File: src/design/rrq_pkg.sv
// ----------------------------------------------------------------------------
// rrq_pkg
// Shared types and constants of the round-robin ready queue.
// ----------------------------------------------------------------------------
package rrq_pkg;

  // default geometry
  localparam int unsigned DepthDef  = 16;
  localparam int unsigned IdBitsDef = 8;

  // fixed request and result field widths
  localparam int unsigned OpBits     = 2;
  localparam int unsigned TidBits    = 8;
  localparam int unsigned StatusBits = 3;
  localparam int unsigned LenBits    = 5;

  typedef enum logic [OpBits-1:0] {
    OP_ADMIT  = 2'd0,
    OP_REMOVE = 2'd1,
    OP_NEXT   = 2'd2,
    OP_CLEAR  = 2'd3
  } opcode_e;

  typedef enum logic [StatusBits-1:0] {
    STAT_DONE     = 3'd0,
    STAT_EMPTY    = 3'd1,
    STAT_FULL     = 3'd2,
    STAT_NULL     = 3'd3,
    STAT_NOTFOUND = 3'd4
  } status_e;

  typedef enum logic {
    ST_IDLE   = 1'b0,
    ST_UPDATE = 1'b1
  } state_e;

  // commands from the controller to the datapath
  typedef struct packed {
    logic capture;  // latch request and the match of its id against the occupied cells
    logic update;   // compact the row and register the result
  } rrq_cmd_t;

endpackage

File: src/design/round_robin_ready_queue.sv
// ----------------------------------------------------------------------------
// round_robin_ready_queue
// Ordered round-robin ready queue of thread ids with admit, remove, next, clear.
// ----------------------------------------------------------------------------
// usage
//   a request is taken at a rising edge with start high and busy low; it
//   carries opcode_i (admit, remove, next, clear) and thread_id_i
//   (id 0 is null and ignored by admit and remove)
//   every request gives exactly one result: thread_out_o, status_o and
//   length_o are valid for the single cycle in which done_o is high
// sequence
//   the cycle after acceptance is the update cycle (busy high), in which the
//   cell row is compacted and/or the tail written, per opcode; the result strobe
//   follows in the next cycle, when a new request may already be accepted;
//   the compare against the occupied cells is registered at acceptance and the
//   compaction over the cell row is done in the update cycle
// reset
//   rst_ni clears the queue length and the sequencer; cell contents are
//   never read above the length and need no clearing
// the receiver cannot stall: done_o is a one-cycle strobe
// ----------------------------------------------------------------------------
module round_robin_ready_queue
  import rrq_pkg::*;
#(
  parameter int unsigned DEPTH   = DepthDef,
  parameter int unsigned ID_BITS = IdBitsDef
) (
  input  logic                  clk_i,
  input  logic                  rst_ni,
  // request side
  input  logic                  start,
  output logic                  busy,
  input  logic [OpBits-1:0]     opcode_i,
  input  logic [TidBits-1:0]    thread_id_i,
  // result side
  output logic                  done_o,
  output logic [TidBits-1:0]    thread_out_o,
  output logic [StatusBits-1:0] status_o,
  output logic [LenBits-1:0]    length_o
);

  rrq_cmd_t cmd;

  // sequencer: capture, update, strobe
  rrq_ctrl u_ctrl (
    .clk_i  (clk_i),
    .rst_ni (rst_ni),
    .start  (start),
    .busy   (busy),
    .done_o (done_o),
    .cmd_o  (cmd)
  );

  // cell row with match, compaction and tail append
  rrq_datapath #(
    .DEPTH   (DEPTH),
    .ID_BITS (ID_BITS)
  ) u_dp (
    .clk_i        (clk_i),
    .rst_ni       (rst_ni),
    .cmd_i        (cmd),
    .opcode_i     (opcode_i),
    .thread_id_i  (thread_id_i),
    .thread_out_o (thread_out_o),
    .status_o     (status_o),
    .length_o     (length_o)
  );

  localparam logic [31:0] DepthWide = 32'(DEPTH);

  // accepted request always enters the update cycle
  assert property (@(posedge clk_i) disable iff (!rst_ni)
    start && !busy |=> busy)
    else $error("accepted request did not enter update cycle");

  // update cycle is followed by exactly one result strobe and a free port
  assert property (@(posedge clk_i) disable iff (!rst_ni)
    busy |=> done_o && !busy)
    else $error("missing result strobe after update");

  // a popped thread only comes with a successful status
  assert property (@(posedge clk_i) disable iff (!rst_ni)
    done_o && (thread_out_o != '0) |-> status_o == STAT_DONE)
    else $error("thread returned with error status");

  // empty on next means the queue length is zero
  assert property (@(posedge clk_i) disable iff (!rst_ni)
    done_o && (status_o == STAT_EMPTY) |-> length_o == '0)
    else $error("empty status with nonzero length");

  // dropped admit only when the queue is full
  assert property (@(posedge clk_i) disable iff (!rst_ni)
    done_o && (status_o == STAT_FULL) |-> length_o == DepthWide[LenBits-1:0])
    else $error("full status while queue not full");

endmodule

File: src/design/rrq_ctrl.sv
// ----------------------------------------------------------------------------
// rrq_ctrl
// Request sequencer: capture cycle, then update cycle, then result strobe.
// ----------------------------------------------------------------------------
module rrq_ctrl
  import rrq_pkg::*;
(
  input  logic     clk_i,
  input  logic     rst_ni,
  input  logic     start,
  output logic     busy,
  output logic     done_o,
  output rrq_cmd_t cmd_o
);

  state_e state_q, state_d;
  logic   done_q, done_d;

  always_ff @(posedge clk_i or negedge rst_ni) begin
    if (!rst_ni) begin
      state_q <= ST_IDLE;
      done_q  <= 1'b0;
    end else begin
      state_q <= state_d;
      done_q  <= done_d;
    end
  end

  always_comb begin
    state_d       = state_q;
    cmd_o.capture = 1'b0;
    cmd_o.update  = 1'b0;
    case (state_q)
      ST_IDLE: begin
        if (start) begin
          cmd_o.capture = 1'b1;
          state_d       = ST_UPDATE;
        end
      end
      ST_UPDATE: begin
        cmd_o.update = 1'b1;
        state_d      = ST_IDLE;
      end
      default: begin
        state_d = ST_IDLE;
      end
    endcase
    done_d = cmd_o.update;
  end

  assign busy   = (state_q == ST_UPDATE);
  assign done_o = done_q;

endmodule

File: src/design/rrq_datapath.sv
// ----------------------------------------------------------------------------
// rrq_datapath
// Row of id cells with parallel match, compaction on delete and tail append.
// ----------------------------------------------------------------------------
module rrq_datapath
  import rrq_pkg::*;
#(
  parameter int unsigned DEPTH   = DepthDef,
  parameter int unsigned ID_BITS = IdBitsDef
) (
  input  logic                  clk_i,
  input  logic                  rst_ni,
  input  rrq_cmd_t              cmd_i,
  input  logic [OpBits-1:0]     opcode_i,
  input  logic [TidBits-1:0]    thread_id_i,
  output logic [TidBits-1:0]    thread_out_o,
  output logic [StatusBits-1:0] status_o,
  output logic [LenBits-1:0]    length_o
);

  localparam int unsigned CW = $clog2(DEPTH + 1);

  logic [ID_BITS-1:0] cells_q [DEPTH];
  logic [ID_BITS-1:0] cells_d [DEPTH];
  logic [ID_BITS-1:0] shifted [DEPTH];
  logic [CW-1:0]      count_q, count_d;

  logic [DEPTH-1:0]   match_q, match_d;
  opcode_e            op_q;
  logic [ID_BITS-1:0] id_q;
  logic [ID_BITS-1:0] id_in;
  logic [31:0]        id_wide;

  logic [TidBits-1:0] thread_q, thread_d;
  status_e            status_q, status_d;

  logic               found;
  logic               full;
  logic [DEPTH-1:0]   ge;
  logic [DEPTH-1:0]   shift_pos;
  logic               wr_en;
  logic [CW-1:0]      wr_idx;
  logic [31:0]        head_wide;
  logic [31:0]        len_wide;

  // request id taken in its low ID_BITS bits
  assign id_wide = {24'd0, thread_id_i};
  assign id_in   = id_wide[ID_BITS-1:0];

  // parallel compare against the occupied cells
  always_comb begin
    for (int i = 0; i < DEPTH; i++) begin
      match_d[i] = (cells_q[i] == id_in) && (CW'(i) < count_q);
    end
  end

  always_ff @(posedge clk_i) begin
    if (cmd_i.capture) begin
      match_q <= match_d;
      op_q    <= opcode_e'(opcode_i);
      id_q    <= id_in;
    end
  end

  // everything at or above the first match moves down one cell; on next, every cell does
  always_comb begin
    found = |match_q;
    for (int i = 0; i < DEPTH; i++) begin
      ge[i] = 1'b0;
      for (int j = 0; j <= i; j++) begin
        ge[i] = ge[i] | match_q[j];
      end
    end
    shift_pos = (op_q == OP_NEXT) ? {DEPTH{1'b1}} : ge;
    for (int i = 0; i < DEPTH; i++) begin
      shifted[i] = (shift_pos[i] && (i < DEPTH - 1)) ? cells_q[(i + 1) % DEPTH] : cells_q[i];
    end
  end

  assign full      = (count_q == CW'(DEPTH));
  assign head_wide = 32'(cells_q[0]);

  always_comb begin
    count_d  = count_q;
    thread_d = '0;
    status_d = STAT_DONE;
    wr_en    = 1'b0;
    wr_idx   = count_q;
    for (int i = 0; i < DEPTH; i++) begin
      cells_d[i] = cells_q[i];
    end
    case (op_q)
      OP_ADMIT: begin
        if (id_q == '0) begin
          status_d = STAT_NULL;
        end else if (found) begin
          // move to tail: compact, then rewrite the last occupied cell
          for (int i = 0; i < DEPTH; i++) begin
            cells_d[i] = shifted[i];
          end
          wr_en  = 1'b1;
          wr_idx = count_q - CW'(1);
        end else if (full) begin
          status_d = STAT_FULL;
        end else begin
          wr_en   = 1'b1;
          wr_idx  = count_q;
          count_d = count_q + CW'(1);
        end
      end
      OP_REMOVE: begin
        if (id_q == '0) begin
          status_d = STAT_NULL;
        end else if (!found) begin
          status_d = STAT_NOTFOUND;
        end else begin
          for (int i = 0; i < DEPTH; i++) begin
            cells_d[i] = shifted[i];
          end
          count_d = count_q - CW'(1);
        end
      end
      OP_NEXT: begin
        if (count_q == '0) begin
          status_d = STAT_EMPTY;
        end else begin
          thread_d = head_wide[TidBits-1:0];
          for (int i = 0; i < DEPTH; i++) begin
            cells_d[i] = shifted[i];
          end
          count_d = count_q - CW'(1);
        end
      end
      OP_CLEAR: begin
        count_d = '0;
      end
      default: begin
        count_d = count_q;
      end
    endcase
    if (wr_en) begin
      for (int i = 0; i < DEPTH; i++) begin
        if (CW'(i) == wr_idx) begin
          cells_d[i] = id_q;
        end
      end
    end
  end

  always_ff @(posedge clk_i) begin
    if (cmd_i.update) begin
      for (int i = 0; i < DEPTH; i++) begin
        cells_q[i] <= cells_d[i];
      end
      thread_q <= thread_d;
      status_q <= status_d;
    end
  end

  always_ff @(posedge clk_i or negedge rst_ni) begin
    if (!rst_ni) begin
      count_q <= '0;
    end else if (cmd_i.update) begin
      count_q <= count_d;
    end
  end

  assign len_wide     = 32'(count_q);
  assign thread_out_o = thread_q;
  assign status_o     = status_q;
  assign length_o     = len_wide[LenBits-1:0];

endmodule

File: config.mk
export PLATFORM = sky130hd
export DESIGN_NAME = round_robin_ready_queue
export DESIGN_NICKNAME = d
export VERILOG_FILES = /design/src/design/rrq_pkg.sv /design/src/design/round_robin_ready_queue.sv /design/src/design/rrq_ctrl.sv /design/src/design/rrq_datapath.sv
export SDC_FILE = /design/constraint.sdc
export NUM_CORES = 1
export LEC_CHECK = 0
export BUFFER_PORTS_ARGS = -buffer_cell sky130_fd_sc_hd__clkbuf_2
export CORE_ASPECT_RATIO = 0.7
export CORE_UTILIZATION = 55
export CTS_BUF_LIST = sky130_fd_sc_hd__clkbuf_16
export DETAILED_ROUTE_END_ITERATION = 10
export PLACE_DENSITY = 0.71
export SYNTH_ARGS = -nofsm -noshare
export SYNTH_HDL_FRONTEND = slang
export SYNTH_SLANG_ARGS = --single-unit
File: constraint.sdc
create_clock -name clk_i -period 6.9 [get_ports clk_i]
set_input_delay 1.38 -clock clk_i [delete_from_list [all_inputs] [get_ports clk_i]]
set_output_delay 1.38 -clock clk_i [all_outputs]
set_load 0.05 [all_outputs]
==> results.json <==
{
  "clock_skew_ns": 0.0139,
  "grt_usage_pct": 29.2,
  "dieArea_um2": 20100,
  "postCtsHoldBufs": 0,
  "clock_latency_ns": 0.44,
  "cts_post_setup_buffers_inserted": 0,
  "cts_tree": "done",
  "grt_pass1_vias": 7052,
  "gp_congestion": 0.939,
  "max_stage_delay_ns": 1.05,
  "numPortBuffers": 30,
  "row_count": 42,
  "worst_pin_slew_ns": 1.28,
  "drt_iter0_drc": 819,
  "crit_fanout": 8,
  "nNetsFinal": 856,
  "ir_worst_vdd_v": 0.000197,
  "clkTransAtPathRegs_ns": 0.06,
  "post-dp-hpwl_um": 18200,
  "setup_tns_ns": 0,
  "status": "completed",
  "syn_to_final_growth_pct": 8.63,
  "critical_path.cell_chain": "or4_1, or4_1, or4_1, o32a_1, nor3b_1",
  "path_buf_inv": 0,
  "synth-seq-area-share_pct": 47.8,
  "die_h_um": 119,
  "crit_top_cell": "or4_1",
  "finalHoldViolations": 0,
  "first_pass_iters": 7,
  "p_per_area_nw_per_um2": 301,
  "wirelength_um": 28300,
  "drcViolationCount": 0,
  "grt.overflow.total": 0,
  "post-route-period-util_pct": 58.7,
  "grt_max_degree": 76,
  "die_w_um": 169,
  "yosys_warnings": 0,
  "diodes": 0,
  "drv_slew": 0,
  "layout_min_cycle_time_ns": 4.05,
  "drive_gt1_share_pct": 38.8,
  "cts_buffer_depth": 2,
  "drv_cap": 0,
  "ff2ff_setup_slack_ns": 2.85,
  "crit_required_ns": 6.95,
  "cts_buffers": 17,
  "synth_flop_cell": "edfxtp_1",
  "ant_nets": 0,
  "htree_levels": 4,
  "arrival_ns": 4.10,
  "routed-via-count": 7217,
  "clock_sinks": 172,
  "synth-edff-count": 165,
  "final_util_pct": 61.3,
  "async_reset_ff_share_pct": 4.07,
  "syn_area_um2": 10700,
  "end_kind": "flip-flop",
  "ioPinCount": 31,
  "hold_path.class": "flip-flop to flip-flop",
  "p_leak_nw": 3.84,
  "cts-root-buf": "clkbuf_16",
  "routed_via_density": 6.47,
  "finalSetupViolations": 0,
  "ys_ff_latch": 172,
  "crit_type": "flip-flop to flip-flop",
  "final_common_cell": "mux2_2",
  "grt_pass1_wl_um": 43300,
  "synthCells": 833,
  "crit_family": "simple AND/OR/NAND/NOR gates",
  "crit_path_start_kind": "flip-flop",
  "ys_types": 60,
  "core-area_um2": 19000,
  "crit_slowest_cell": "nor3b_1",
  "post_cts_resized": 0,
  "grt_antenna_before_repair": 0,
  "relSlewSlack_pct": 14.5,
  "avgSynthCellArea_um2": 12.9,
  "rsz0062_at_grt": "false",
  "syn-num-nets": 850,
  "final_cell_mix": "mux2_2, edfxtp_1, xnor2_1",
  "wl_per_cell_um": 25.4,
  "initial_utilization_pct": 56.5,
  "fmax_ghz": 0.247
}
worst paths after layout:
kind,start,to,depth (start not counted)
max in group asynchronous,rst_ni,u_ctrl.busy,1
min in group asynchronous,rst_ni,u_dp.length_o[0],1
setup / recovery,u_dp.match_q[1],u_dp.cells_q[1][61],5
setup reg to reg,u_dp.match_q[1],u_dp.cells_q[1][61],5
hold / removal,u_dp.cells_q[0][5],u_dp.thread_out_o[5],1
hold reg to reg,u_dp.cells_q[0][5],u_dp.thread_out_o[5],1
Yosys cell counts (all sizes together) (7+ instances only):
library cell | instances | share of area, %
nand4 | 23 | 1.3
xnor2 | 94 | 7.7
or2 | 7 | 0.41
or4 | 10 | 0.70
o21ai | 9 | 0.49
mux2 | 240 | 25
a21oi | 13 | 0.61
buf | 18 | 0.72
and3 | 10 | 0.58
clkbuf | 33 | 1.2
nor3 | 15 | 0.70
nor4 | 11 | 0.64
dfrtp | 7 | 1.6
nor2 | 33 | 1.3
xor2 | 40 | 3.3
edfxtp | 165 | 46
nand2 | 21 | 0.73
a211oi | 7 | 0.54
layer usage:
metal	GRT usage [%]	routed length [µm]
met5	0	0
met4	6.81	431
met3	6.35	2430
met2	42.3	12000
met1	44.2	13400
per-stage QoR:
step	cell area, µm²	total power [mW]	setup slack [ns]	hold slack, ns	std cells
4_1_cts	11700	3.50	2.92	0.626	1115
2_1_floorplan	10700	2.26	1.30	0.522	833
5_1_grt	11700	3.65	2.74	0.662	1115
3_5_place_dp	11100	2.53	2.93	0.611	1084
6_report	11700	3.51	2.85	0.621	1115
3_3_place_gp	11100	2.51	3.04	0.608	1084
area by class of cell:
type	instances	area, µm²
Timing Repair Buffer	38	210
Multi-Input combinational cell	605	5390
Inverter	5	18.8
Sequential cell	172	5130
Clock buffer	17	425
Clock inverter	14	156
Tap cell	264	330
Fill cell	1511	7360
cell families (layout without fill, tap and decap cells):
kind of cell | after synthesis | after routing | synth area share [%]
AOI/OAI and AO/OA | 68 | 68 | 5.06
DFF | 172 | 172 | 47.8
and+or+nand+nor | 155 | 155 | 7.92
muxes | 244 | 244 | 25.8
buffers and inverters | 56 | 74 | 2.05
xor gates and xnor gates | 134 | 134 | 10.9
adders and majority gates | 4 | 4 | 0.466
state kept, by name, indices dropped and copies added (netlist names):
signal,flops
u_dp.match_q,16
u_ctrl.busy,1
u_dp.cells_q,128
u_dp.op_q,2
u_dp.thread_out_o,8
u_dp.status_o,3
u_dp.length_o,5
u_ctrl.done_o,1
u_dp.id_q,8
power by group:
group | leakage, nW | switching, mW | internal, mW | total (mW)
sequential | 1.66 | 0.153 | 1.30 | 1.46
clock | 0.279 | 0.414 | 0.562 | 0.976
combinational | 1.90 | 0.609 | 0.471 | 1.08
total | 3.84 | 1.18 | 2.34 | 3.51
Note: power is estimated with default switching activity, not from simulation.
